File: src/rtl/core/hds_pkg.sv
// ----------------------------------------------------------------------------
// hds_pkg: shared types and constants of the heat diffusion stencil
// Holds grid limits, field widths, register indexes and the structs that
// travel between the front end, the command queue and the back end.
// ----------------------------------------------------------------------------
package hds_pkg;

   // grid limits
   localparam int MAX_COLS = 128;
   localparam int COL_BITS = $clog2(MAX_COLS);
   localparam int COLS_W   = COL_BITS + 1;
   localparam int MAX_ROWS = 1024;
   localparam int ROW_BITS = $clog2(MAX_ROWS);
   localparam int ROWS_W   = ROW_BITS + 1;
   localparam int MIN_DIM  = 3;

   // raster index and cell count of one frame
   localparam int OIDX_BITS = COL_BITS + ROW_BITS;
   localparam int TOTAL_W   = OIDX_BITS + 1;

   // temperature and arithmetic widths
   localparam int TEMP_BITS = 16;
   localparam int FRAC_BITS = 16;
   localparam int LAP_W     = TEMP_BITS + 3;
   localparam int COEFF_W   = 15;
   localparam int PROD_W    = LAP_W + COEFF_W + 1;
   localparam int DELTA_W   = PROD_W - FRAC_BITS;
   localparam int SUM_W     = DELTA_W + 1;
   localparam int COEFF_MAX = 16384;

   // configuration register file
   localparam int GCOLS_W    = 8;
   localparam int GROWS_W    = 11;
   localparam int CSR_DATA_W = 16;
   localparam int CSR_IDX_W  = 2;

   localparam logic [CSR_IDX_W-1:0] CSR_COEFF     = 2'd0;
   localparam logic [CSR_IDX_W-1:0] CSR_EDGE_TEMP = 2'd1;
   localparam logic [CSR_IDX_W-1:0] CSR_GRID_COLS = 2'd2;
   localparam logic [CSR_IDX_W-1:0] CSR_GRID_ROWS = 2'd3;

   localparam logic [COEFF_W-1:0]   COEFF_RESET     = 15'd2621;
   localparam logic [TEMP_BITS-1:0] EDGE_TEMP_RESET = 16'd12800;
   localparam logic [GCOLS_W-1:0]   GRID_COLS_RESET = 8'd100;
   localparam logic [GROWS_W-1:0]   GRID_ROWS_RESET = 11'd100;

   // item kinds
   localparam logic KIND_SAMPLE = 1'b0;
   localparam logic KIND_FLUSH  = 1'b1;

   // command queue
   localparam int QUEUE_DEPTH = 4;
   localparam int QPTR_BITS   = $clog2(QUEUE_DEPTH);
   localparam int QCNT_W      = QPTR_BITS + 1;

   // channel payloads
   typedef struct packed {
      logic                 kind;
      logic [TEMP_BITS-1:0] cell_temp;
   } hds_req_type;

   typedef struct packed {
      logic [TEMP_BITS-1:0] new_temp;
      logic                 frame_end;
   } hds_rsp_type;

   // decoded configuration seen by the front end
   typedef struct packed {
      logic [TEMP_BITS-1:0] edge_temp;
      logic [COL_BITS-1:0]  last_col;
      logic [ROW_BITS-1:0]  last_row;
      logic [TOTAL_W-1:0]   total;
      logic                 restart;
   } hds_csr_type;

   // one result to compute: operands of the stencil or a forced edge value
   typedef struct packed {
      logic                 edge_cell;
      logic                 frame_end;
      logic [TEMP_BITS-1:0] north;
      logic [TEMP_BITS-1:0] south;
      logic [TEMP_BITS-1:0] east;
      logic [TEMP_BITS-1:0] west;
      logic [TEMP_BITS-1:0] center;
   } hds_cmd_type;

   typedef struct packed {
      logic [QCNT_W-1:0] count;
      logic              full;
      logic              empty;
   } hds_queue_status_type;

   typedef struct packed {
      logic f1_busy;
   } hds_front_status_type;

endpackage

File: src/rtl/core/hds_queue.sv
// ----------------------------------------------------------------------------
// hds_queue: command queue between front and back end
// Small circular buffer; push and pop may happen in the same cycle.
// ----------------------------------------------------------------------------
module hds_queue
   import hds_pkg::*;
(
   input  logic                 clock,
   input  logic                 reset,
   input  logic                 push,
   input  hds_cmd_type          push_cmd,
   input  logic                 pop,
   output hds_cmd_type          pop_cmd,
   output hds_queue_status_type status
);

   hds_cmd_type          entry_ff [QUEUE_DEPTH];
   logic [QPTR_BITS-1:0] wr_ptr_ff, wr_ptr_in;
   logic [QPTR_BITS-1:0] rd_ptr_ff, rd_ptr_in;
   logic [QCNT_W-1:0]    count_ff, count_in;

   // pointer and fill count update
   always_comb begin
      wr_ptr_in = push ? wr_ptr_ff + QPTR_BITS'(1) : wr_ptr_ff;
      rd_ptr_in = pop ? rd_ptr_ff + QPTR_BITS'(1) : rd_ptr_ff;
      count_in  = count_ff + QCNT_W'(push) - QCNT_W'(pop);
   end

   always_ff @(posedge clock) begin
      if (reset) begin
         wr_ptr_ff <= '0;
         rd_ptr_ff <= '0;
         count_ff  <= '0;
      end else begin
         wr_ptr_ff <= wr_ptr_in;
         rd_ptr_ff <= rd_ptr_in;
         count_ff  <= count_in;
      end
   end

   // storage
   always_ff @(posedge clock) begin
      if (push) begin
         entry_ff[wr_ptr_ff] <= push_cmd;
      end
   end

   assign pop_cmd      = entry_ff[rd_ptr_ff];
   assign status.count = count_ff;
   assign status.full  = count_ff == QCNT_W'(QUEUE_DEPTH);
   assign status.empty = count_ff == '0;

endmodule

File: config.mk
export PLATFORM = sky130hd
export DESIGN_NAME = hds_queue
export DESIGN_NICKNAME = d
export VERILOG_FILES = /design/src/rtl/core/hds_pkg.sv /design/src/rtl/core/hds_queue.sv
export SDC_FILE = /design/constraint.sdc
export NUM_CORES = 1
export LEC_CHECK = 0
export ABC_AREA = 1
export BUFFER_PORTS_ARGS = -buffer_cell sky130_fd_sc_hd__buf_2
export CORE_MARGIN = 10
export CORE_UTILIZATION = 34
export DETAILED_ROUTE_END_ITERATION = 16
export HOLD_SLACK_MARGIN = 0.02
export SLEW_MARGIN = 0
export SYNTH_ARGS = -nofsm -noshare
export SYNTH_HDL_FRONTEND = slang
export SYNTH_SLANG_ARGS = --single-unit
export TNS_END_PERCENT = 10
File: constraint.sdc
create_clock -name clock -period 2.52 [get_ports clock]
set_input_delay 0.252 -clock clock [delete_from_list [all_inputs] [get_ports clock]]
set_output_delay 0.252 -clock clock [all_outputs]
set_load 0.02 [all_outputs]
After elaboration in Yosys (flattened, before gate mapping) --
Memory sizes are Yosys's and may differ from the RTL's. A register that Yosys moved wholly into a read port is not among the register bits. Cells that the tools add are included.
Cells by class: divide/modulo/power cells 0, reductions and logical operators 1, add/subtract/negate cells 4, multiply operators 0, equality and inequality tests 1, shift operators 0, magnitude comparators 0, bitwise gates (word level) 0, mux-type cells 4
Operators by type and width (count):
- 2-bit by 1-bit adder with 2-bit output (second input constant) | 2
- 2-bit two-way mux | 2
- 3-bit by 1-bit adder with 3-bit output | 1
- 3-bit equality test (second input constant) | 1
- 3-bit zero test | 1
- 3-bit by 1-bit subtractor with 3-bit output | 1
- 1-bit two-way mux | 2
Word-level totals: register bits after elaboration 7, memory bits (writable) 328, bits of input ports 86, latch bits 0, memories 1, ROM bits 0, output and inout port bits 87
Memory list:
- entry_ff | depth 4, width 82, rd ports 1, clocked after memory_dff 1, wr ports 1, line hds_queue.sv:17 | hds_cmd_type entry_ff [QUEUE_DEPTH];

Logic depth before layout (Yosys ltp) --
depth after elaboration 3, gate-level depth with buffers 8

Worst setup path before layout --
No wires, ideal clock.
path kind register to register, from register wr_ptr_ff[0], to memory entry_ff[2][0] (netlist bit) (enable), arrival 2.176 ns, period minus slack after synthesis 2.612 ns, path buffers 0, stages on the path, launching flop included 5, setup slack -0.092 ns, setup time 0.436 ns, cells stage by stage dfxtp_1 inv_1 ha_1 nand2_1 inv_1
RTL lines:
- from (decl) | line hds_queue.sv:18 | logic [QPTR_BITS-1:0] wr_ptr_ff, wr_ptr_in;
- from (signal assigned) | line hds_queue.sv:35 | wr_ptr_ff <= wr_ptr_in;
- to (decl) | line hds_queue.sv:17
Straight into the memory's write port.

==> flow_summary.ini <==
[floorplanning]
die_w_microns = 217
core_sq_um = 38600
die_h_microns = 217
initial_core_util = 0.343
io_pins = 173
num_rows = 72
die_area_sq_um = 47200

[layout]
drive_above_1_share = 0.188
final_common_cell = edfxtp_1
final_cell_count_no_fill = 1818
utilization = 0.436
diodes = 0
mostFrequentLayoutCells = edfxtp_1, inv_1, nand2_1, buf_2, a21oi_1
n_fill_cell = 3559
nets = 1366
area_growth_pct = 26.9
post-route-cell-area_sq_um = 16800

[route]
wl_per_cell_microns = 15.2
vias = 8123
wirelength_microns = 27700
drt_first_pass_iters = 4
via_per_inst = 4.47
remaining_drc_errors = 0
drt_iter0_drc = 417
antenna_left = 0

[synth]
ys_ff_latch = 337
yosysTopAreaCell = edfxtp_1
ys_types = 15
synth_nets = 1105
syn_area_sq_um = 13200
syn_avg_cell_area_sq_um = 13.1
yosys_warnings = 0
synth-seq-area-share = 0.757
syn_inst = 1012
synthTopCellsByArea = edfxtp_1, inv_1, nand2_1, o211ai_1, a21oi_1
yosys.area.top_type_share = 0.744

[worst_setup_path]
r2r_slack_ns = 0.87
cpPeakStageDelay_ns = 0.47
r2r_start = count_ff[0]$_SDFF_PP0_
crit_chain = buf_12 -> a21oi_1 -> o21ai_0 -> nand2_1 -> buf_2
crit_type = reg -> out
worstPathMaxFanout = 135
r2r_cells = 7
crit_required_ns = 2.27
crit_arrival_ns = 2.03
cp-end-kind = output pin
critical_path_buf_inv_count = 2
r2r_end = count_ff[2]$_SDFF_PP0_
cp_top_family = buffers and inverters
critPathLaunchType = flip-flop
cp_slowest_cell = dfxtp_4

[sta]
worst_pin_slew_ns = 0.565
finalCritPeriodShare = 0.905
drv_slew = 0
timing.fmax_ghz = 0.438
setup_violations = 0
rsz0062_at_grt = no
timing.final.crit_period_ns = 2.28
slew_headroom = 0.623
hold_viol = 0
layout_setup_ws_ns = 0.239
skew_ns = 0.00893

[clock_tree]
ctsLongestPathBuffers = 3
cts_root_buf = clkbuf_16
cts_sinks = 337
post_cts_resize_count = 0
cts_buffers = 37
htreeDepth = 2
cts_tree = built
clk_latency_ns = 0.53
cts.clk_slew.worst_paths_ns = 0.06

[worst_hold_path]
holdPathEnd = wr_ptr_ff[1]$_SDFFE_PP0P_
hold_depth = 3
min-delay-start = push
min_path_type = in -> reg

[placement]
preCtsSetupSlack_ns = 0.803
placed_area_sq_um = 14800
hpwl_microns = 16600
place_inst = 1668
place_congestion = 0.692
port_buffers = 172

[job]
maxCapViolCount = 0

[status]
status = finished, final reports clean

[grt]
track_usage = 0.115
grt_pass1_vias = 8107
grt-ovfl-total = 0
grt_pass1_wl_microns = 43400
grt_max_degree = 136
antenna_found_initial = 2

[pwr]
powerDensity_nw_per_um2 = 780
irDropWorstVdd_mv = 0.533
power_leakage_uw = 0.00651
## per-stage QoR
stage          hold slack, ns  power (uW)  TNS, ns
2_1_floorplan           0.323        7420   -14.96
3_3_place_gp            0.438        7950        0
3_5_place_dp            0.442        7980        0
4_1_cts                0.0471       13300        0
5_1_grt                0.0806       13700        0
6_report               0.0853       13100        0
## per-layer routing
metal / track usage / routed length [microns]
met2: 0.193 / 13300
met1: 0.137 / 12100
met5: 0 / 26
met3: 0.0325 / 1650
met4: 0.0450 / 627
## cells in the mapped netlist
cell type	count
edfxtp_1	328
inv_1	180
nand2_1	172
a21oi_1	88
o21ai_0	86
o211ai_1	82
buf_2	39
buf_4	9
dfxtp_1	9
clkbuf_1	6
ha_1	6
nor2_1	4
fa_1	1
nand3_1	1
nor3_1	1
## how the worst max path moves through the flow
stage                               from                       end  depth (start not counted)
3_3_place_gp                   flip-flop                pop_cmd[4]                          4
3_5_place_dp                   flip-flop               pop_cmd[31]                          4
4_1_cts                        flip-flop               pop_cmd[31]                          4
5_1_grt                        flip-flop               pop_cmd[44]                          5
2_1_floorplan  wr_ptr_ff[0]$_SDFFE_PP0P_  entry_ff[0][0]$_DFFE_PP_                          4
6_report                       flip-flop               pop_cmd[44]                          5
## worst register-to-register path, stage by stage, from the launching register on
cell and delay [ns]:
dfxtp_1 0.39, inv_1 0.07, ha_1 0.27, inv_1 0.04, ha_1 0.19, fa_1 0.41
a21oi_1 0.13, nor2_1 0.05
## flip-flops by register name (all words and copies together), names as in the netlist, named ones only
register,flops
entry_ff,328
count_ff,3
rd_ptr_ff,2
wr_ptr_ff,2
## report_power, final
| group | switching (uW) | internal [uW] |
|---|---|---|
| sequential | 75.6 | 6410 |
| combinational | 948 | 505 |
| clock | 2040 | 3130 |
## kinds of logic (layout without fill, tap and decap cells)
group	after synthesis	in the layout	share of synthesized area
adders and majority gates	7	7	0.00718
AOI/OAI and AO/OA	256	256	0.112
buffers and inverters	234	522	0.0726
DFF	337	337	0.757
and+or+nand+nor	178	178	0.0506
## timing repair
| action | 4_1_cts | 5_1_grt |
|---|---|---|
| setup buffers | 0 | 0 |
| endpoints found under the hold margin | 334 | 0 |
| hold buffers | 84 | 0 |
## cell type report
cell class	count	area [sq um]	area share
Inverter	180	687	0.0409
Timing Repair Buffer	276	2010	0.120
Clock inverter	16	153	0.00908
Sequential cell	337	10000	0.597
Clock buffer	50	1020	0.0605
Multi-Input combinational cell	441	2250	0.134
Tap cell	518	648	0.0386
No activity file was read; power rests on OpenSTA's default activity.
