### config.mk
export PLATFORM = sky130hd
export DESIGN_NAME = hds_back
export DESIGN_NICKNAME = d
export VERILOG_FILES = /design/src/rtl/core/hds_pkg.sv /design/src/rtl/core/hds_back.sv
export SDC_FILE = /design/constraint.sdc
export NUM_CORES = 1
export LEC_CHECK = 0
export ABC_AREA = 1
export ABC_CLOCK_PERIOD_IN_PS = 7100
export BUFFER_PORTS_ARGS = -buffer_cell sky130_fd_sc_hd__buf_2
export CAP_MARGIN = 25
export CORE_ASPECT_RATIO = 1.75
export CORE_MARGIN = 2
export CORE_UTILIZATION = 24
export CTS_BUF_LIST = sky130_fd_sc_hd__clkbuf_8
export CTS_CLUSTER_DIAMETER = 60
export DETAILED_ROUTE_END_ITERATION = 8
export PLACE_DENSITY = 0.48
export SLEW_MARGIN = 20
export SYNTH_ARGS = -nofsm -noshare
export SYNTH_HDL_FRONTEND = slang
export SYNTH_SLANG_ARGS = --single-unit
### constraint.sdc
create_clock -name clock -period 7.1 [get_ports clock]
set_input_delay 1.42 -clock clock [delete_from_list [all_inputs] [get_ports clock]]
set_output_delay 1.42 -clock clock [all_outputs]
set_load 0.1 [all_outputs]
### src/rtl/core/hds_pkg.sv
// ----------------------------------------------------------------------------
// hds_pkg: shared types and constants of the heat diffusion stencil
// Holds grid limits, field widths, register indexes and the structs that
// travel between the front end, the command queue and the back end.
// ----------------------------------------------------------------------------
package hds_pkg;

   // grid limits
   localparam int MAX_COLS = 128;
   localparam int COL_BITS = $clog2(MAX_COLS);
   localparam int COLS_W   = COL_BITS + 1;
   localparam int MAX_ROWS = 1024;
   localparam int ROW_BITS = $clog2(MAX_ROWS);
   localparam int ROWS_W   = ROW_BITS + 1;
   localparam int MIN_DIM  = 3;

   // raster index and cell count of one frame
   localparam int OIDX_BITS = COL_BITS + ROW_BITS;
   localparam int TOTAL_W   = OIDX_BITS + 1;

   // temperature and arithmetic widths
   localparam int TEMP_BITS = 16;
   localparam int FRAC_BITS = 16;
   localparam int LAP_W     = TEMP_BITS + 3;
   localparam int COEFF_W   = 15;
   localparam int PROD_W    = LAP_W + COEFF_W + 1;
   localparam int DELTA_W   = PROD_W - FRAC_BITS;
   localparam int SUM_W     = DELTA_W + 1;
   localparam int COEFF_MAX = 16384;

   // configuration register file
   localparam int GCOLS_W    = 8;
   localparam int GROWS_W    = 11;
   localparam int CSR_DATA_W = 16;
   localparam int CSR_IDX_W  = 2;

   localparam logic [CSR_IDX_W-1:0] CSR_COEFF     = 2'd0;
   localparam logic [CSR_IDX_W-1:0] CSR_EDGE_TEMP = 2'd1;
   localparam logic [CSR_IDX_W-1:0] CSR_GRID_COLS = 2'd2;
   localparam logic [CSR_IDX_W-1:0] CSR_GRID_ROWS = 2'd3;

   localparam logic [COEFF_W-1:0]   COEFF_RESET     = 15'd2621;
   localparam logic [TEMP_BITS-1:0] EDGE_TEMP_RESET = 16'd12800;
   localparam logic [GCOLS_W-1:0]   GRID_COLS_RESET = 8'd100;
   localparam logic [GROWS_W-1:0]   GRID_ROWS_RESET = 11'd100;

   // item kinds
   localparam logic KIND_SAMPLE = 1'b0;
   localparam logic KIND_FLUSH  = 1'b1;

   // command queue
   localparam int QUEUE_DEPTH = 4;
   localparam int QPTR_BITS   = $clog2(QUEUE_DEPTH);
   localparam int QCNT_W      = QPTR_BITS + 1;

   // channel payloads
   typedef struct packed {
      logic                 kind;
      logic [TEMP_BITS-1:0] cell_temp;
   } hds_req_type;

   typedef struct packed {
      logic [TEMP_BITS-1:0] new_temp;
      logic                 frame_end;
   } hds_rsp_type;

   // decoded configuration seen by the front end
   typedef struct packed {
      logic [TEMP_BITS-1:0] edge_temp;
      logic [COL_BITS-1:0]  last_col;
      logic [ROW_BITS-1:0]  last_row;
      logic [TOTAL_W-1:0]   total;
      logic                 restart;
   } hds_csr_type;

   // one result to compute: operands of the stencil or a forced edge value
   typedef struct packed {
      logic                 edge_cell;
      logic                 frame_end;
      logic [TEMP_BITS-1:0] north;
      logic [TEMP_BITS-1:0] south;
      logic [TEMP_BITS-1:0] east;
      logic [TEMP_BITS-1:0] west;
      logic [TEMP_BITS-1:0] center;
   } hds_cmd_type;

   typedef struct packed {
      logic [QCNT_W-1:0] count;
      logic              full;
      logic              empty;
   } hds_queue_status_type;

   typedef struct packed {
      logic f1_busy;
   } hds_front_status_type;

endpackage

### src/rtl/core/hds_back.sv
// ----------------------------------------------------------------------------
// hds_back: stencil arithmetic and result register
// Laplacian, multiply by the coefficient, round and saturate, one stage each.
// The whole pipe holds while a result waits on the output.
// ----------------------------------------------------------------------------
module hds_back
   import hds_pkg::*;
(
   input  logic                 clock,
   input  logic                 reset,
   input  logic [COEFF_W-1:0]   coeff,
   input  hds_cmd_type          pop_cmd,
   input  hds_queue_status_type q_status,
   output logic                 pop,
   output logic                 rsp_valid,
   input  logic                 rsp_stall,
   output hds_rsp_type          rsp_data
);

   localparam logic signed [PROD_W-1:0] HALF_LSB = PROD_W'(1) << (FRAC_BITS - 1);

   logic                     advance;

   // stage 1: laplacian
   logic                     b1_valid_ff;
   logic signed [LAP_W-1:0]  b1_lap_ff, b1_lap_in;
   logic [TEMP_BITS-1:0]     b1_center_ff;
   logic                     b1_edge_ff;
   logic                     b1_last_ff;
   logic [TEMP_BITS+1:0]     sum4;

   // stage 2: product
   logic                     b2_valid_ff;
   logic signed [PROD_W-1:0] b2_prod_ff, b2_prod_in;
   logic [TEMP_BITS-1:0]     b2_center_ff;
   logic                     b2_edge_ff;
   logic                     b2_last_ff;
   logic signed [COEFF_W:0]  coeff_s;

   // stage 3: round, add, saturate
   logic                     rsp_valid_ff;
   hds_rsp_type              rsp_data_ff, rsp_data_in;
   logic signed [PROD_W-1:0] rounded;
   logic signed [DELTA_W-1:0] delta;
   logic signed [SUM_W-1:0]  updated;

   assign advance = !rsp_valid_ff || !rsp_stall;
   assign pop     = advance && !q_status.empty;

   // four-neighbor sum minus four times the center
   always_comb begin
      sum4 = {2'b00, pop_cmd.north} + {2'b00, pop_cmd.south} +
             {2'b00, pop_cmd.east} + {2'b00, pop_cmd.west};
      b1_lap_in = $signed({1'b0, sum4}) - $signed({1'b0, pop_cmd.center, 2'b00});
   end

   // scale by the coefficient
   always_comb begin
      coeff_s    = $signed({1'b0, coeff});
      b2_prod_in = b1_lap_ff * coeff_s;
   end

   // round half up, add to the center, clamp to the temperature range; edge cells keep the center
   always_comb begin
      rounded = b2_prod_ff + HALF_LSB;
      delta   = $signed(rounded[PROD_W-1:FRAC_BITS]);
      updated = $signed({{(SUM_W-TEMP_BITS){1'b0}}, b2_center_ff}) +
                $signed({delta[DELTA_W-1], delta});
      rsp_data_in.frame_end = b2_last_ff;
      if (b2_edge_ff) begin
         rsp_data_in.new_temp = b2_center_ff;
      end else if (updated[SUM_W-1]) begin
         rsp_data_in.new_temp = '0;
      end else if (updated[SUM_W-2:TEMP_BITS] != '0) begin
         rsp_data_in.new_temp = '1;
      end else begin
         rsp_data_in.new_temp = updated[TEMP_BITS-1:0];
      end
   end

   // valid bits
   always_ff @(posedge clock) begin
      if (reset) begin
         b1_valid_ff  <= 1'b0;
         b2_valid_ff  <= 1'b0;
         rsp_valid_ff <= 1'b0;
      end else if (advance) begin
         b1_valid_ff  <= pop;
         b2_valid_ff  <= b1_valid_ff;
         rsp_valid_ff <= b2_valid_ff;
      end
   end

   // payload stages
   always_ff @(posedge clock) begin
      if (pop) begin
         b1_lap_ff    <= b1_lap_in;
         b1_center_ff <= pop_cmd.center;
         b1_edge_ff   <= pop_cmd.edge_cell;
         b1_last_ff   <= pop_cmd.frame_end;
      end
      if (advance && b1_valid_ff) begin
         b2_prod_ff   <= b2_prod_in;
         b2_center_ff <= b1_center_ff;
         b2_edge_ff   <= b1_edge_ff;
         b2_last_ff   <= b1_last_ff;
      end
      if (advance && b2_valid_ff) begin
         rsp_data_ff  <= rsp_data_in;
      end
   end

   assign rsp_valid = rsp_valid_ff;
   assign rsp_data  = rsp_data_ff;

endmodule

Word level (Yosys, flattened, before mapping)

Cells that the tools add are included.

Output and inout bits: 19
Register bits after elaboration: 110
Word-level logic and storage cells: 31

Reductions and logical operators: 8
Mux-type cells: 3
Add/sub/neg operators: 6
Multipliers: 1

Operators with widths:

| cell                   | number |
|---|---|
| $mux 16                | 3 |
| $add 35x17->35 const B | 1 |
| $mul 19x16->35         | 1 |
| $add 17x19->20         | 1 |
| $sub 18x18->19         | 1 |
| $add 17x16->18         | 1 |
| $add 18x16->18         | 1 |
| $add 16x16->17         | 1 |
| $logic_and 1x1->1      | 3 |
| $logic_not 1->1        | 3 |
| $reduce_bool 3->1      | 1 |
| $logic_or 1x1->1       | 1 |

Logic depth before layout (Yosys ltp)

Gate-level depths: netlist (run 1).

Depth in word-level cells: 6
Depth in mapped cells: 27

Worst setup path after synthesis (run 1)

Ideal clock, no wire load.

Path type: input port to flip-flop
Start: input coeff[6]
End: register b2_prod_ff[34], data pin
Data arrival time: 6.513 ns
Slack: 0.327 ns
Stages on the path: 22
Path buffers: 2
Cell sequence: clkbuf_1 buf_1 nand2_1 fa_1 inv_1 fa_1 fa_1 fa_1 fa_1 inv_1 fa_1 inv_1 ha_1 a21oi_1 inv_1 a31oi_1 nand2_1 a21oi_1 o21ai_1 nand2_1 nand2_1 xor2_1

Word-level cells in the longest chain between the ends: 1

RTL lines:

| item                   | RTL line        | RTL |
|---|---|---|
| start: declaration     | hds_back.sv:11  | `input logic [COEFF_W-1:0] coeff,` |
| $mul 19x16->35         | hds_back.sv:60  | `b2_prod_in = b1_lap_ff * coeff_s;` |
| via b2_prod_in[34]     | hds_back.sv:34  | `logic signed [PROD_W-1:0] b2_prod_ff, b2_prod_in;` |
| end signal: assignment | hds_back.sv:103 | `b2_prod_ff <= b2_prod_in;` |
| end: declaration       | hds_back.sv:34  |  |

The timed path passes the listed nets, and every way through them passes these cells.
A chain may end at the register's enable or synchronous reset.

Final worst setup path (run 1)

Start: input coeff[4]
End: register b2_prod_ff[26], data pin

The elaborated chain is that of the path after synthesis.

==> results of run 1 <==
[worst paths after layout]
check                        from              end  slack [ns]  cells after the start
hold reg to reg   b1_center_ff[2]  b2_center_ff[2]        0.42                      0
setup / recovery         coeff[4]   b2_prod_ff[26]        0.49                     20
hold / removal    b1_center_ff[2]  b2_center_ff[2]        0.42                      0
setup reg to reg     b1_lap_ff[6]   b2_prod_ff[32]        0.91                     24
[cells by family after synthesis]
family,synth area share [%]
buffers and inverters,14.1
adders and majority gates,46.6
xor gates and xnor gates,3.45
AOI/OAI and AO/OA,4.32
and+or+nand+nor,15.5
DFF,16.1
[flip-flops by register name, indices dropped and copies added (netlist names), 16 cells and up]
register	flops
rsp_data	17
b1_center_ff	16
b1_lap_ff	19
b2_prod_ff	20
b2_center_ff	16
[metal layers]
layer  vias to the layer above  wire length, um
met5                         -               13
met4                         2             1800
met3                        79              778
met2                       153            30100
met1                      6572            16400
li1                       6412                -
[layout make-up]
type	count	area [um^2]	area share (%)
multi-input cells	1338	12300	61.6
clock buffers	9	124	0.622
inverters	597	2240	11.3
repair buffers	199	1220	6.14
clock inverters	7	63.8	0.321
diodes	2	5.00	0.0252
flip-flops and latches	95	2820	14.2
well taps	931	1160	5.85
[cells in the final DEF, fill, tap and decap left out, drive strengths merged, types with 2 or more instances in the layout]
master / netlist / layout
a21boi: 3 / 3
nand3b: 3 / 3
o21ai: 32 / 32
o21bai: 5 / 5
clkinv: 0 / 2
dfxtp: 3 / 3
nor3: 7 / 7
nor4: 3 / 3
ha: 125 / 125
edfxtp: 92 / 92
nor2: 82 / 82
a21o: 3 / 3
o21a: 4 / 4
a21oi: 68 / 68
o31ai: 2 / 2
nand2: 523 / 523
diode: 0 / 2
nand3: 49 / 49
clkbuf: 41 / 9
inv: 597 / 600
xor2: 39 / 39
a211oi: 3 / 3
xnor2: 30 / 30
nand4: 12 / 12
a31oi: 10 / 10
fa: 330 / 330
buf: 13 / 199
[critical path: cells and delay by family]
kind | cells | cell delay, ns
AO/OA/AOI/OAI | 4 | 0.73
XOR/XNOR | 1 | 0.14
adder cells (fa/ha/maj) | 7 | 3.44
buffers and inverters | 6 | 0.76
AND/OR/NAND/NOR | 2 | 0.26
[per-stage QoR]
| step | setup slack [ns] | util (%) |
|---|---|---|
| 2_1_floorplan | 0.327 | - |
| 3_3_place_gp | 0.0711 | 27.1 |
| 3_5_place_dp | 0.0689 | 27.1 |
| 4_1_cts | 0.474 | 27.4 |
| 5_1_grt | 0.183 | 27.4 |
| 6_report | 0.489 | 27.4 |
==> impl_metrics.yaml, run 1 <==
critical_path:
  path_cells: "buf_2 -> nand2_1 -> fa_1 -> inv_1 -> fa_1 -> fa_1 -> fa_1 -> fa_1 -> inv_1 -> fa_1 -> inv_1 -> ha_1 -> a21oi_1 -> inv_1 -> a31oi_1 -> nand2_1 -> a21oi_1 -> o21ai_1 -> buf_4 -> xor2_1"
  crit_path_top_delay_cell: "fa_1"
  worstSetupPathType: "in2reg"
  crit_top_cell: "fa_1"
  cp-start-kind: "input pin"
  cp.arrival_ns: 6.75
  cpPeakStageDelay_ns: 0.56
  critPathRequiredTime_ns: 7.24
  end_kind: "flop"
  crit_fanout: 14
finish:
  final_area_um2: 19900
  fin_cells: 3178
  drive_gt1_share_pct: 10.3
  nets: 2800
  fillCellCount: 7977
  syn2layout_area_growth_pct: 13.5
timing:
  final.setup_skew_ns: 0.0168
  rsz0062_at_grt: "false"
  worst_pin_slew_ns: 0.920
  hold_slack_ns: 0.423
  hold_violations: 0
  maxSlewViolCount: 0
  fmax_mhz: 151
  fin_setup_tns_ns: 0
  max_slew_margin_pct: 38.7
  min_period_over_period_pct: 93.1
  setup_viol: 0
  finalCriticalPeriod_ns: 6.61
synthesis:
  synth_top_area_cell: "fa_1"
  synthArstFlopShare_pct: 0
  synth_area_um2: 17500
  synth_warnings: 0
  yosysMostFrequentCell: "inv_1"
  synth_edf_count: 92
  ys_top_cells_by_count: "594 x inv_1, 514 x nand2_1, 330 x fa_1"
  ys_ff_latch: 95
  synth_nets: 2644
  yosys-top-cells-area: "fa_1 38%, edfxtp_1 16%, inv_1 13%"
  synth.distinct_cells: 40
  syn_avg_cell_area_um2: 8.41
  yosysSeqAreaShare_pct: 16.1
  synth_top_area_share_pct: 37.7
  synth_ff_type: "edfxtp_1"
  syn_inst: 2084
floorplan:
  die_w_um: 208
  start_util_pct: 24.2
  rows: 131
  fp.dieArea_um2: 75300
  die_h_um: 362
  pin_count: 124
  core_area_um2: 72600
global_routing:
  use_met2_pct: 29.6
  overflow: 0
  grt_pass1_vias: 14797
  gr-max-usage-layer: "met2"
  met3_usage_pct: 0.970
  antenna_found_initial: 4
  grt_max_degree: 39
  grt_pass1_wl_um: 78600
  grtUsageMet1_pct: 12.6
  grt_use_total_pct: 13.5
clocking:
  cts_tree: "done"
  post_cts_buffers: 0
  holdBufCountCts: 0
  clock_sinks: 95
  htreeDepth: 3
  clkLatencyLatePin_ns: 0.38
  clk_pin_slew_worst_paths_ns: 0.09
  numCtsBuffers: 9
  cts_root_buffer: "clkbuf_8"
  clockBufferDepth: 2
  cts_resized: 0
place:
  portBuffers: 119
  place_hpwl_um: 43600
  place_inst: 3160
  routabilityCongestion: 0.858
  postPlaceCellArea_um2: 19700
detailed_routing:
  viasPerCell: 4.16
  final_antenna_net_count: 0
  drc: 0
  vias: 13218
  drt_wl_total_um: 49100
  wl_per_cell_um: 15.4
  drt_iter0_drc: 417
  dr.pass1.iters: 5
worst_hold_path:
  hp-class: "reg2reg"
outcome:
  status: "finished, final reports clean"
job:
  drv_cap: 0
Power of run 1 is not shown: default switching activity piles up to over one toggle a cycle in this logic, so the estimate is an artifact.
==> inputs of run 2 (changes only) <==
Settings changed: ABC_CLOCK_PERIOD_IN_PS 7100 to 6300, PLACE_DENSITY 0.48 to 0.47.
Clock period 7.1 ns to 6.3 ns, I/O delays scaled along.
==> impl_metrics.yaml, run 2 (synthesis gave the netlist of run 1 again) <==
critical_path:
  cp-start-kind: "input pin"
  worstSetupPathType: "in2reg"
  end_kind: "flop"
  crit_fanout: 5
  r2r_start: "b1_lap_ff[18]"
  cp-startpoint: "coeff[1]"
  critPathRequiredTime_ns: 6.44
  cp.arrival_ns: 6.31
finish:
  drive_gt1_share_pct: 17.6
  largest_reg_flops: 20
  layout_commonest_cell: "inv_1"
  fin_cells: 3263
  nets: 2885
  top_register: "b2_prod_ff"
  mostFrequentLayoutCells: "590 x inv_1, 505 x nand2_1, 315 x fa_1"
  syn2layout_area_growth_pct: 21.7
place:
  portBuffers: 119
  place_inst: 3237
  place_hpwl_um: 43900
  routabilityCongestion: 0.870
  dp_worst_setup_slack_ns: -0.560
floorplan:
  pin_count: 124
  rows: 131
  die_h_um: 362
  fp.dieArea_um2: 75300
  core_area_um2: 72600
  die_w_um: 208
  start_util_pct: 24.2
clocking:
  clk_pin_slew_worst_paths_ns: 0.10
  numCtsBuffers: 9
  cts_tree: "done"
  clock_sinks: 95
  clkLatencyLatePin_ns: 0.39
  htreeDepth: 3
  clockBufferDepth: 2
  holdBufCountCts: 0
  cts_root_buffer: "clkbuf_8"
detailed_routing:
  drt_wl_total_um: 50400
  final_antenna_net_count: 0
  vias: 13792
  viasPerCell: 4.23
  wl_per_cell_um: 15.4
  drt_iter0_drc: 448
  drc: 0
  dr.pass1.iters: 5
global_routing:
  grt_use_total_pct: 13.7
  met3_usage_pct: 0.857
  use_met2_pct: 29.5
  antenna_found_initial: 2
  gr-max-usage-layer: "met2"
  grt_pass1_wl_um: 80800
  overflow: 0
  grt_max_degree: 39
  grt_pass1_vias: 15831
  grtUsageMet1_pct: 13.2
outcome:
  status: "finished, final reports clean"
timing:
  rsz0062_at_grt: "true"
  fin_setup_tns_ns: 0
  fmax_mhz: 162
  setup_viol: 0
  finalCriticalPeriod_ns: 6.18
  worst_pin_slew_ns: 0.813
  max_slew_margin_pct: 45.8
  final.setup_skew_ns: 0.0159
  min_period_over_period_pct: 98.0
  worst_slack_ns: 0.123
  hold_violations: 0
  maxSlewViolCount: 0
job:
  drv_cap: 0
worst_hold_path:
  hp-class: "reg2reg"
  min-delay-start: "b1_center_ff[2]"
-- run 2: cell type report --
cell class | count | area (um^2)
Fill cell | 7711 | 51300
Multi-Input combinational cell | 1338 | 12800
Sequential cell | 95 | 2820
Inverter | 597 | 2240
Timing Repair Buffer | 284 | 2140
Tap cell | 931 | 1160
Clock buffer | 9 | 124
Clock inverter | 7 | 87.6
Antenna cell | 2 | 5.00
-- run 2: worst paths after layout --
kind / endpoint / slack, ns / cells after the start
setup reg to reg: b2_prod_ff[31] / 0.37 / 24
hold / removal: b2_center_ff[2] / 0.42 / 0
hold reg to reg: b2_center_ff[2] / 0.42 / 0
setup / recovery: b2_prod_ff[33] / 0.12 / 21
-- run 2: repair_timing --
| action | in CTS | in global routing |
|---|---|---|
| buffers inserted | 0 | 7 |
| cloned | 0 | 1 |
| pin swaps | 1 | 36 |
| setup endpoints to repair | 10 | 19 |
| resized for setup | 20 | 116 |
-- run 2: worst max-delay path, cell delays in order --
cell and delay, ns:
buf_4 0.15, nand2_2 0.08, inv_2 0.06, fa_2 0.60
buf_4 0.15, fa_2 0.46, buf_6 0.15, buf_4 0.14
fa_1 0.57, inv_1 0.08, fa_1 0.47, fa_1 0.50
inv_1 0.05, fa_1 0.49, ha_4 0.31, inv_1 0.09
nor4_1 0.36, a211oi_2 0.08, buf_4 0.14, nand3_1 0.07
nand2_1 0.06
-- run 2: stage by stage --
stage	instance area [um^2]	hold WS, ns	util, %
detailed placement	20500	0.405	28.2
global placement	20500	0.400	28.2
floorplan	17600	0.400	-
global route	21300	0.441	29.4
finish	21300	0.425	29.4
CTS	20800	0.426	28.6
-- run 2: routing by layer --
metal,vias to the layer above,share of wire [%]
li1,6574,-
met1,6944,34
met2,181,60
met3,93,1.8
met4,0,3.7
met5,-,0
Power of run 2 is left out for the same reason.
