[src/rtl/core/hds_pkg.sv]
// ----------------------------------------------------------------------------
// hds_pkg: shared types and constants of the heat diffusion stencil
// Holds grid limits, field widths, register indexes and the structs that
// travel between the front end, the command queue and the back end.
// ----------------------------------------------------------------------------
package hds_pkg;

   // grid limits
   localparam int MAX_COLS = 128;
   localparam int COL_BITS = $clog2(MAX_COLS);
   localparam int COLS_W   = COL_BITS + 1;
   localparam int MAX_ROWS = 1024;
   localparam int ROW_BITS = $clog2(MAX_ROWS);
   localparam int ROWS_W   = ROW_BITS + 1;
   localparam int MIN_DIM  = 3;

   // raster index and cell count of one frame
   localparam int OIDX_BITS = COL_BITS + ROW_BITS;
   localparam int TOTAL_W   = OIDX_BITS + 1;

   // temperature and arithmetic widths
   localparam int TEMP_BITS = 16;
   localparam int FRAC_BITS = 16;
   localparam int LAP_W     = TEMP_BITS + 3;
   localparam int COEFF_W   = 15;
   localparam int PROD_W    = LAP_W + COEFF_W + 1;
   localparam int DELTA_W   = PROD_W - FRAC_BITS;
   localparam int SUM_W     = DELTA_W + 1;
   localparam int COEFF_MAX = 16384;

   // configuration register file
   localparam int GCOLS_W    = 8;
   localparam int GROWS_W    = 11;
   localparam int CSR_DATA_W = 16;
   localparam int CSR_IDX_W  = 2;

   localparam logic [CSR_IDX_W-1:0] CSR_COEFF     = 2'd0;
   localparam logic [CSR_IDX_W-1:0] CSR_EDGE_TEMP = 2'd1;
   localparam logic [CSR_IDX_W-1:0] CSR_GRID_COLS = 2'd2;
   localparam logic [CSR_IDX_W-1:0] CSR_GRID_ROWS = 2'd3;

   localparam logic [COEFF_W-1:0]   COEFF_RESET     = 15'd2621;
   localparam logic [TEMP_BITS-1:0] EDGE_TEMP_RESET = 16'd12800;
   localparam logic [GCOLS_W-1:0]   GRID_COLS_RESET = 8'd100;
   localparam logic [GROWS_W-1:0]   GRID_ROWS_RESET = 11'd100;

   // item kinds
   localparam logic KIND_SAMPLE = 1'b0;
   localparam logic KIND_FLUSH  = 1'b1;

   // command queue
   localparam int QUEUE_DEPTH = 4;
   localparam int QPTR_BITS   = $clog2(QUEUE_DEPTH);
   localparam int QCNT_W      = QPTR_BITS + 1;

   // channel payloads
   typedef struct packed {
      logic                 kind;
      logic [TEMP_BITS-1:0] cell_temp;
   } hds_req_type;

   typedef struct packed {
      logic [TEMP_BITS-1:0] new_temp;
      logic                 frame_end;
   } hds_rsp_type;

   // decoded configuration seen by the front end
   typedef struct packed {
      logic [TEMP_BITS-1:0] edge_temp;
      logic [COL_BITS-1:0]  last_col;
      logic [ROW_BITS-1:0]  last_row;
      logic [TOTAL_W-1:0]   total;
      logic                 restart;
   } hds_csr_type;

   // one result to compute: operands of the stencil or a forced edge value
   typedef struct packed {
      logic                 edge_cell;
      logic                 frame_end;
      logic [TEMP_BITS-1:0] north;
      logic [TEMP_BITS-1:0] south;
      logic [TEMP_BITS-1:0] east;
      logic [TEMP_BITS-1:0] west;
      logic [TEMP_BITS-1:0] center;
   } hds_cmd_type;

   typedef struct packed {
      logic [QCNT_W-1:0] count;
      logic              full;
      logic              empty;
   } hds_queue_status_type;

   typedef struct packed {
      logic f1_busy;
   } hds_front_status_type;

endpackage

[src/rtl/core/hds_ram.sv]
// ----------------------------------------------------------------------------
// hds_ram: generic single-write, single-read memory
// One write port and one read port, read data registered.
// ----------------------------------------------------------------------------
module hds_ram #(
   parameter int WIDTH = 16,
   parameter int DEPTH = 128
) (
   input  logic                     clock,
   input  logic                     wr_en,
   input  logic [$clog2(DEPTH)-1:0] wr_addr,
   input  logic [WIDTH-1:0]         wr_data,
   input  logic                     rd_en,
   input  logic [$clog2(DEPTH)-1:0] rd_addr,
   output logic [WIDTH-1:0]         rd_data
);

   logic [WIDTH-1:0] mem_ff [DEPTH];
   logic [WIDTH-1:0] rd_data_ff;

   // write port
   always_ff @(posedge clock) begin
      if (wr_en) begin
         mem_ff[wr_addr] <= wr_data;
      end
   end

   // registered read port
   always_ff @(posedge clock) begin
      if (rd_en) begin
         rd_data_ff <= mem_ff[rd_addr];
      end
   end

   assign rd_data = rd_data_ff;

endmodule

[src/rtl/core/hds_front.sv]
// ----------------------------------------------------------------------------
// hds_front: input side of the stencil
// Tracks the raster position, classifies each item, keeps the two line
// buffers and the 3-cell window, and pushes one command per result.
// ----------------------------------------------------------------------------
module hds_front
   import hds_pkg::*;
(
   input  logic                 clock,
   input  logic                 reset,
   input  logic                 req_valid,
   output logic                 req_stall,
   input  hds_req_type          req_data,
   input  hds_csr_type          csr,
   input  logic [QCNT_W-1:0]    q_count,
   output logic                 push,
   output hds_cmd_type          push_cmd,
   output hds_front_status_type status
);

   // position and result index
   logic [ROW_BITS-1:0]  in_row_ff, in_row_in;
   logic [COL_BITS-1:0]  in_col_ff, in_col_in;
   logic [OIDX_BITS-1:0] out_index_ff, out_index_in;

   // second stage, waiting on line buffer data
   logic                 f1_valid_ff, f1_valid_in;
   logic                 f1_sample_ff;
   logic                 f1_emit_ff;
   logic                 f1_edge_ff;
   logic                 f1_last_ff;
   logic [COL_BITS-1:0]  f1_col_ff;
   logic [TEMP_BITS-1:0] f1_temp_ff;

   // window: north, center, west, and the cell south of the center
   logic [TEMP_BITS-1:0] win_north_ff;
   logic [TEMP_BITS-1:0] win_center_ff;
   logic [TEMP_BITS-1:0] win_west_ff;
   logic [TEMP_BITS-1:0] south_ff;

   logic [TEMP_BITS-1:0] up_rd;
   logic [TEMP_BITS-1:0] mid_rd;

   logic [QCNT_W-1:0]    occupancy;
   logic                 accept;
   logic                 is_sample;
   logic                 at_origin;
   logic                 col_zero;
   logic                 smp_emit;
   logic                 smp_edge;
   logic                 flush_emit;
   logic                 flush_last;
   logic [OIDX_BITS-1:0] base_index;
   logic                 line_write;

   // credit check: queue entries plus the one in flight
   assign occupancy = q_count + QCNT_W'(f1_valid_ff);
   assign req_stall = occupancy >= QCNT_W'(QUEUE_DEPTH);
   assign accept    = req_valid && !req_stall;

   // classify the item at the current raster position
   always_comb begin
      is_sample  = req_data.kind == KIND_SAMPLE;
      col_zero   = in_col_ff == '0;
      at_origin  = (in_row_ff == '0) && col_zero;
      smp_emit   = ((in_row_ff != '0) && !col_zero) ||
                   (col_zero && (in_row_ff > ROW_BITS'(1)));
      smp_edge   = col_zero || (in_row_ff == ROW_BITS'(1)) ||
                   (in_col_ff == COL_BITS'(1));
      flush_emit = at_origin && (out_index_ff != '0) &&
                   ({1'b0, out_index_ff} < csr.total);
      flush_last = {1'b0, out_index_ff} == (csr.total - TOTAL_W'(1));
      base_index = at_origin ? '0 : out_index_ff;
   end

   // next position and result index
   always_comb begin
      in_row_in    = in_row_ff;
      in_col_in    = in_col_ff;
      out_index_in = out_index_ff;
      if (csr.restart) begin
         in_row_in    = '0;
         in_col_in    = '0;
         out_index_in = '0;
      end else if (accept && is_sample) begin
         out_index_in = smp_emit ? base_index + OIDX_BITS'(1) : base_index;
         if (in_col_ff == csr.last_col) begin
            in_col_in = '0;
            in_row_in = (in_row_ff == csr.last_row) ? '0 : in_row_ff + ROW_BITS'(1);
         end else begin
            in_col_in = in_col_ff + COL_BITS'(1);
         end
      end else if (accept && flush_emit) begin
         out_index_in = flush_last ? '0 : out_index_ff + OIDX_BITS'(1);
      end
   end

   assign f1_valid_in = accept && (is_sample || flush_emit);

   always_ff @(posedge clock) begin
      if (reset) begin
         in_row_ff    <= '0;
         in_col_ff    <= '0;
         out_index_ff <= '0;
         f1_valid_ff  <= 1'b0;
      end else begin
         in_row_ff    <= in_row_in;
         in_col_ff    <= in_col_in;
         out_index_ff <= out_index_in;
         f1_valid_ff  <= f1_valid_in;
      end
   end

   // item details for the second stage
   always_ff @(posedge clock) begin
      if (accept) begin
         f1_sample_ff <= is_sample;
         f1_emit_ff   <= is_sample ? smp_emit : 1'b1;
         f1_edge_ff   <= is_sample ? smp_edge : 1'b1;
         f1_last_ff   <= !is_sample && flush_last;
         f1_col_ff    <= in_col_ff;
         f1_temp_ff   <= req_data.cell_temp;
      end
   end

   // line buffers: read on transfer, shift down one row in the following cycle
   assign line_write = f1_valid_ff && f1_sample_ff;

   hds_ram #(
      .WIDTH (TEMP_BITS),
      .DEPTH (MAX_COLS)
   ) u_upper_line (
      .clock   (clock),
      .wr_en   (line_write),
      .wr_addr (f1_col_ff),
      .wr_data (mid_rd),
      .rd_en   (accept),
      .rd_addr (in_col_ff),
      .rd_data (up_rd)
   );

   hds_ram #(
      .WIDTH (TEMP_BITS),
      .DEPTH (MAX_COLS)
   ) u_middle_line (
      .clock   (clock),
      .wr_en   (line_write),
      .wr_addr (f1_col_ff),
      .wr_data (f1_temp_ff),
      .rd_en   (accept),
      .rd_addr (in_col_ff),
      .rd_data (mid_rd)
   );

   // window shift on every sample
   always_ff @(posedge clock) begin
      if (reset) begin
         win_north_ff  <= '0;
         win_center_ff <= '0;
         win_west_ff   <= '0;
      end else if (line_write) begin
         win_west_ff   <= win_center_ff;
         win_center_ff <= mid_rd;
         win_north_ff  <= up_rd;
      end
   end

   always_ff @(posedge clock) begin
      if (line_write) begin
         south_ff <= f1_temp_ff;
      end
   end

   // command for the back end
   always_comb begin
      push               = f1_valid_ff && f1_emit_ff;
      push_cmd.edge_cell = f1_edge_ff;
      push_cmd.frame_end = f1_last_ff;
      push_cmd.north     = win_north_ff;
      push_cmd.south     = south_ff;
      push_cmd.east      = mid_rd;
      push_cmd.west      = win_west_ff;
      push_cmd.center    = f1_edge_ff ? csr.edge_temp : win_center_ff;
   end

   assign status.f1_busy = f1_valid_ff;

endmodule

[config.mk]
export PLATFORM = sky130hd
export DESIGN_NAME = hds_front
export DESIGN_NICKNAME = d
export VERILOG_FILES = /design/src/rtl/core/hds_pkg.sv /design/src/rtl/core/hds_ram.sv /design/src/rtl/core/hds_front.sv
export SDC_FILE = /design/constraint.sdc
export NUM_CORES = 2
export LEC_CHECK = 0
export ABC_AREA = 0
export BUFFER_PORTS_ARGS = -buffer_cell sky130_fd_sc_hd__clkbuf_2
export CAP_MARGIN = 15
export CELL_PAD_IN_SITES_DETAIL_PLACEMENT = 1
export CELL_PAD_IN_SITES_GLOBAL_PLACEMENT = 2
export CORE_UTILIZATION = 30
export DETAILED_ROUTE_END_ITERATION = 12
export PLACE_DENSITY_LB_ADDON = 0.25
export REMOVE_ABC_BUFFERS = 1
export SETUP_SLACK_MARGIN = 0.1
export SLEW_MARGIN = 20
export SYNTH_ARGS = -nofsm -noshare
export SYNTH_HDL_FRONTEND = slang
export SYNTH_HIERARCHICAL = 1
export SYNTH_SLANG_ARGS = --single-unit
[constraint.sdc]
create_clock -name clock -period 4.65 [get_ports clock]
set_input_delay 1.1625 -clock clock [delete_from_list [all_inputs] [get_ports clock]]
set_output_delay 1.1625 -clock clock [all_outputs]
set_load 0.02 [all_outputs]
After elaboration in Yosys (flattened, before gate mapping):

Memory sizes are Yosys's and may differ from the RTL's. A register that Yosys moved wholly into a read port is not among the register bits.
Index checks and enable logic that the tools add are counted.
Widths: inputs -> output; s select.

* add/subtract/negate cells: 6
* multiply operators: 0
* divide/modulo/power cells: 0
* order comparisons: 3
* eq/ne operators: 5
* shift operators: 0
* mux-type cells: 10
* bitwise logic cells: 1
* reduce and logical (&&, ||, !) cells: 25

Operators with widths (count)
* $mux 17: 5
* $add 17x1->17 const B: 2
* $eq 17x18->1: 1
* $lt 17x18->1: 1
* $sub 18x1->18 const B: 1
* $reduce_bool 17->1: 1
* $mux 16: 1
* $logic_and 1x1->1: 12
* $add 10x1->10 const B: 1
* $eq 10x1->1 const B: 1
* $eq 10x10->1: 1
* $gt 10x1->1 const B: 1
* $logic_not 10->1: 1
* $mux 10: 1
* $reduce_bool 10->1: 1
* $add 7x1->7 const B: 1
* $eq 7x1->1 const B: 1
* $eq 7x7->1: 1
* $logic_not 7->1: 1
* $mux 7: 1
* $logic_or 1x1->1: 4
* $add 3x1->3: 1
* $ge 3x3->1 const B: 1
* $logic_not 1->1: 2
* 5 further kinds: 6

* flip-flop bits (word level): 126
* latch bits: 0
* memory bits (writable): 4096
* memory bits (read-only): 0
* input bits: 75
* output and inout port bits: 85
* word-level logic and storage cells: 66
* memories kept: 2

Memories
* u_middle_line.mem_ff: depth 128, width 16, read ports 1, clocked after memory_dff 1, write ports 1, RTL line hds_ram.sv:18 `logic [WIDTH-1:0] mem_ff [DEPTH];`
* u_upper_line.mem_ff: depth 128, width 16, read ports 1, clocked after memory_dff 1, write ports 1, RTL line hds_ram.sv:18

Logic depth before layout (Yosys ltp):

* depth in word-level cells: 7
* gate-level depth with buffers: 12
* depth with buffers taken out: 11

Modules after synthesis:

Netlist, hierarchy kept.

By module, submodules not included
* hds_ram: times used 2, cells an instance 3086, area each 78683.0 sq um
* hds_front: times used 1, cells an instance 763, area each 6626.4 sq um

Least setup slack after synthesis:

OpenSTA, ideal clock, no wires.

* path type: input -> register
* start point: in q_count[0]
* end point: reg out_index_ff[4]
* data arrival time: 4.044 ns
* required time: 4.576 ns
* path slack: 0.532 ns
* cell stages on the path: 9
* path through: nand3_1 -> xor2_1 -> nand2_1 -> inv_1 -> nand2_1 -> nand2_1 -> nand2_1 -> or3_1 -> a31oi_1

* longest elaborated chain between the ends: 6

RTL lines
* start, declared: RTL line hds_front.sv:15 `input logic [QCNT_W-1:0] q_count,`
* $add 3x1->3 *: RTL line hds_front.sv:57 `assign occupancy = q_count + QCNT_W'(f1_valid_ff);`
* $ge 3x3->1 *: RTL line hds_front.sv:58 `assign req_stall = occupancy >= QCNT_W'(QUEUE_DEPTH);`
* $logic_not 1->1 *: RTL line hds_front.sv:59 `assign accept = req_valid && !req_stall;`
* $logic_and 1x1->1 *: RTL line hds_front.sv:59
* named net accept: RTL line hds_front.sv:45 `logic accept;`
* $logic_and 1x1->1, on equally long branches: RTL line hds_front.sv:85, hds_front.sv:93
* $mux 17 / $reduce_bool 2->1 (equally long branches)
* end signal, assigned: RTL line hds_front.sv:109 `out_index_ff <= out_index_in;`
* end, declared: RTL line hds_front.sv:24 `logic [OIDX_BITS-1:0] out_index_ff, out_index_in;`

Mark *: on every way through the listed nets, which the timed path passes. The rest lies on a longest branch.
A chain may end at the register's enable or synchronous reset.

==> reports/metrics.yaml <==
outcome:
  status: "completed"
routing:
  viasPerCell: 5.040
  drc: 0
  wirelength_mm: 466.4
  drt-initial-drc-count: 7507
  antenna_left: 0
  wire_per_inst_um: 30.50
  first_pass_iters: 5
  via_count: 77052
place:
  hpwl_mm: 276.2
  place_congestion: 0.7645
  placed_area_um2: 177200
  portBuffers: 159
timing:
  maxSlewHeadroom_pct: 25.57
  period_needed_ns: 3.773
  max_freq_ghz: 0.2650
  fin_skew_ns: 0.05727
  worst_slew_pin_slew_ns: 1.116
  rsz0062_at_grt: "no"
  finalHoldViolations: 0
  fin_crit_sh_pct: 81.14
  tns_ns: 0
  maxSlewViolCount: 0
  setup_viol_count_final: 0
logic_synthesis:
  yosys.area_share.simple_pct: 1.772
  syn_area_per_cell_um2: 23.65
  synth-edff-count: 4171
  synth-xor-area-share_pct: 0.2991
  synthTopCellsByCount: "4,171 x edfxtp_1, 1,344 x mux4_2, 293 x nor2_1, 197 x clkbuf_1, 164 x nand2_1"
  async_flop_share_pct: 0
  synth_compound_area_share_pct: 0.5119
  synth.distinct_cells: 57
  yosys-top-cells-area: "edfxtp_1 76%, mux4_2 18%, dfxtp_1 1.0%"
  synth_top_family_by_area: "multiplexers"
  muxShareOfSynthArea_pct: 18.80
  dominantRegCellSynth: "edfxtp_1"
  synthAdderAreaFrac_pct: 0.2060
  yosys.cell_count.top_type: "edfxtp_1"
  synth_seq_cells: 4254
  yosysTopAreaCell: "edfxtp_1"
  yosysWarningCount: 6
  netlist_area_um2: 164000
  synth_top_cell_area_share_pct: 76.38
  syn_inst: 6935
  synth.yosys.seq_area_share_pct: 77.39
die:
  ioPinCount: 160
  die_w_um: 741.4
  rows: 271
  start_util_pct: 30.11
  coreArea_um2: 544600
  die_y_um: 741.4
  die_area_um2: 549600
worst_setup_path:
  cp_data_arrival_time_ns: 4.56
  cp_max_fo: 44
  end_kind: "flop"
  startpoint_type: "flop"
  path_common_cell: "mux4_2"
  path_cells: "buf_12, buf_12, buf_4, mux4_2, mux4_2, mux4_2, mux2_2"
  critical_path.max_stage_delay_ns: 0.57
  crit_type: "flop to flop"
  critPathSlowestCell: "mux4_2"
  required_ns: 5.43
finish:
  drive_gt1_share_pct: 35.05
  final_area_um2: 192100
  area_growth_pct: 17.13
  layout.nets: 7768
power:
  irDropWorstVdd_mv: 0.3528
  leakage_uw: 0.05709
  power.density_nw_per_um2: 415.4
cts:
  numCtsBuffers: 446
  cts_hold_buffers: 0
  cts-resized-gates: 0
  htreeDepth: 5
  clkTransAtPathRegs_ns: 0.06
  clockBufferDepth: 4
  clkLatencyLatePin_ns: 1.04
  cts_setup_buffers: 0
  cts_tree: "built"
  cts.sinks: 4254
  cts-root-buf: "clkbuf_16"
flow_run:
  maxCapViolCount: 0
global_route:
  met3_usage_pct: 2.212
  grt_max_degree: 130
  antenna_found_initial: 45
  first_global_vias: 81140
  grt_usage_pct: 16.62
  top_usage_layer: "met2"
  grt_use_met2_pct: 27.40
  grt_pass1_wl_mm: 650.4
  met1_usage_pct: 23.71
  grt.overflow.total: 0
min_path:
  hold_path_class: "input port to flop"
[critical path: cells and delay by family (launching register included)]
family                 cells  cell delay [ns]
DFF                        1             0.50
buffers and inverters      3             0.93
muxes                      4             1.89
[metrics by stage]
step	power, uW	util, %	std cells	hold slack, ns	setup WS, ns
global placement	44190	32.55	14452	0.4430	0.1164
floorplan	44400	-	6568	0.4366	-42.01
CTS	80770	35.27	15275	0.1827	0.8366
finish	79790	35.27	15289	0.2981	0.8768
detailed placement	44240	32.55	14452	0.4506	0.2609
global route	81990	35.27	15277	0.2461	0.7578
[cell usage in the layout (no fill, tap or decap), types with 7 or more instances in the layout]
cell and count:
edfxtp_1 4171, mux4_2 1344, clkbuf_16 450, buf_4 420, nor2_1 200, nand2_1 163, clkbuf_2 159, nor2_2 94
clkinv_1 91, clkbuf_1 87, clkinv_2 79, dfxtp_1 76, a21oi_1 73, buf_12 71, bufinv_16 56, nand3_1 52
mux2_2 48, xor2_1 35, inv_1 33, o21ai_0 29, ha_1 27, xnor2_1 21, clkinvlp_4 20, nand4_1 19
nor4_1 19, nor3_1 18, nor3_2 18, nor2b_1 17, diode_2 14, nand2b_1 9, a31oi_1 9, and2_1 8
or3_1 8, clkinv_16 8, inv_16 7, clkinv_4 7, inv_6 7
[report_power, final]
part | internal (uW) | total, uW | leakage, uW | switching (uW)
clock network | 21000 | 36400 | 0.00719 | 15400
registers | 41900 | 42000 | 0.0382 | 62.2
logic | 439 | 1390 | 0.0117 | 949
total | 63400 | 79800 | 0.0571 | 16400
[layer usage]
layer,vias to the layer above,wire (um)
met4,6,9158
li1,31173,-
met1,43324,209200
met5,-,34
met2,2019,225600
met3,530,22350
[worst paths after layout]
check / from / endpoint / slack [ns] / depth (start not counted)
min: req_data[1] / f1_temp_ff[1] / 0.30 / 1
max: in_col_ff[0] / u_middle_line/rd_data[2] / 0.88 / 7
min reg2reg: win_west_ff[2] / win_west_ff[2] / 0.45 / 2
max reg2reg: in_col_ff[0] / u_middle_line/rd_data[2] / 0.88 / 7
[state kept, by name, summed over array words and instances (netlist names), 7 cells and up]
signal	count
u_middle_line/mem_ff	2048
south_ff	16
win_center_ff	16
u_upper_line/mem_ff	2048
out_index_ff	17
u_upper_line/rd_data	16
in_row_ff	10
u_middle_line/rd_data	16
win_west_ff	16
in_col_ff	7
win_north_ff	16
f1_temp_ff	16
f1_col_ff	7
[logic make-up (layout without fill, tap and decap cells)]
logic type / Yosys count / count (layout)
DFF: 4254 / 4254
muxes: 1394 / 1394
and+or+nand+nor: 657 / 657
buffers and inverters: 402 / 1508
AOI/OAI and AO/OA: 145 / 145
xor gates and xnor gates: 56 / 56
adders and majority gates: 27 / 27
other: 0 / 14
[area by class of cell]
class	count	area, um^2
Clock inverter	281	3164
Inverter	35	136.4
Fill cell	52482	352500
Timing Repair Buffer	650	5370
Clock buffer	542	11660
Sequential cell	4254	126900
Antenna cell	14	35.03
Tap cell	7234	9051
Multi-Input combinational cell	2279	35740
Power figures use the tool's default switching activity.
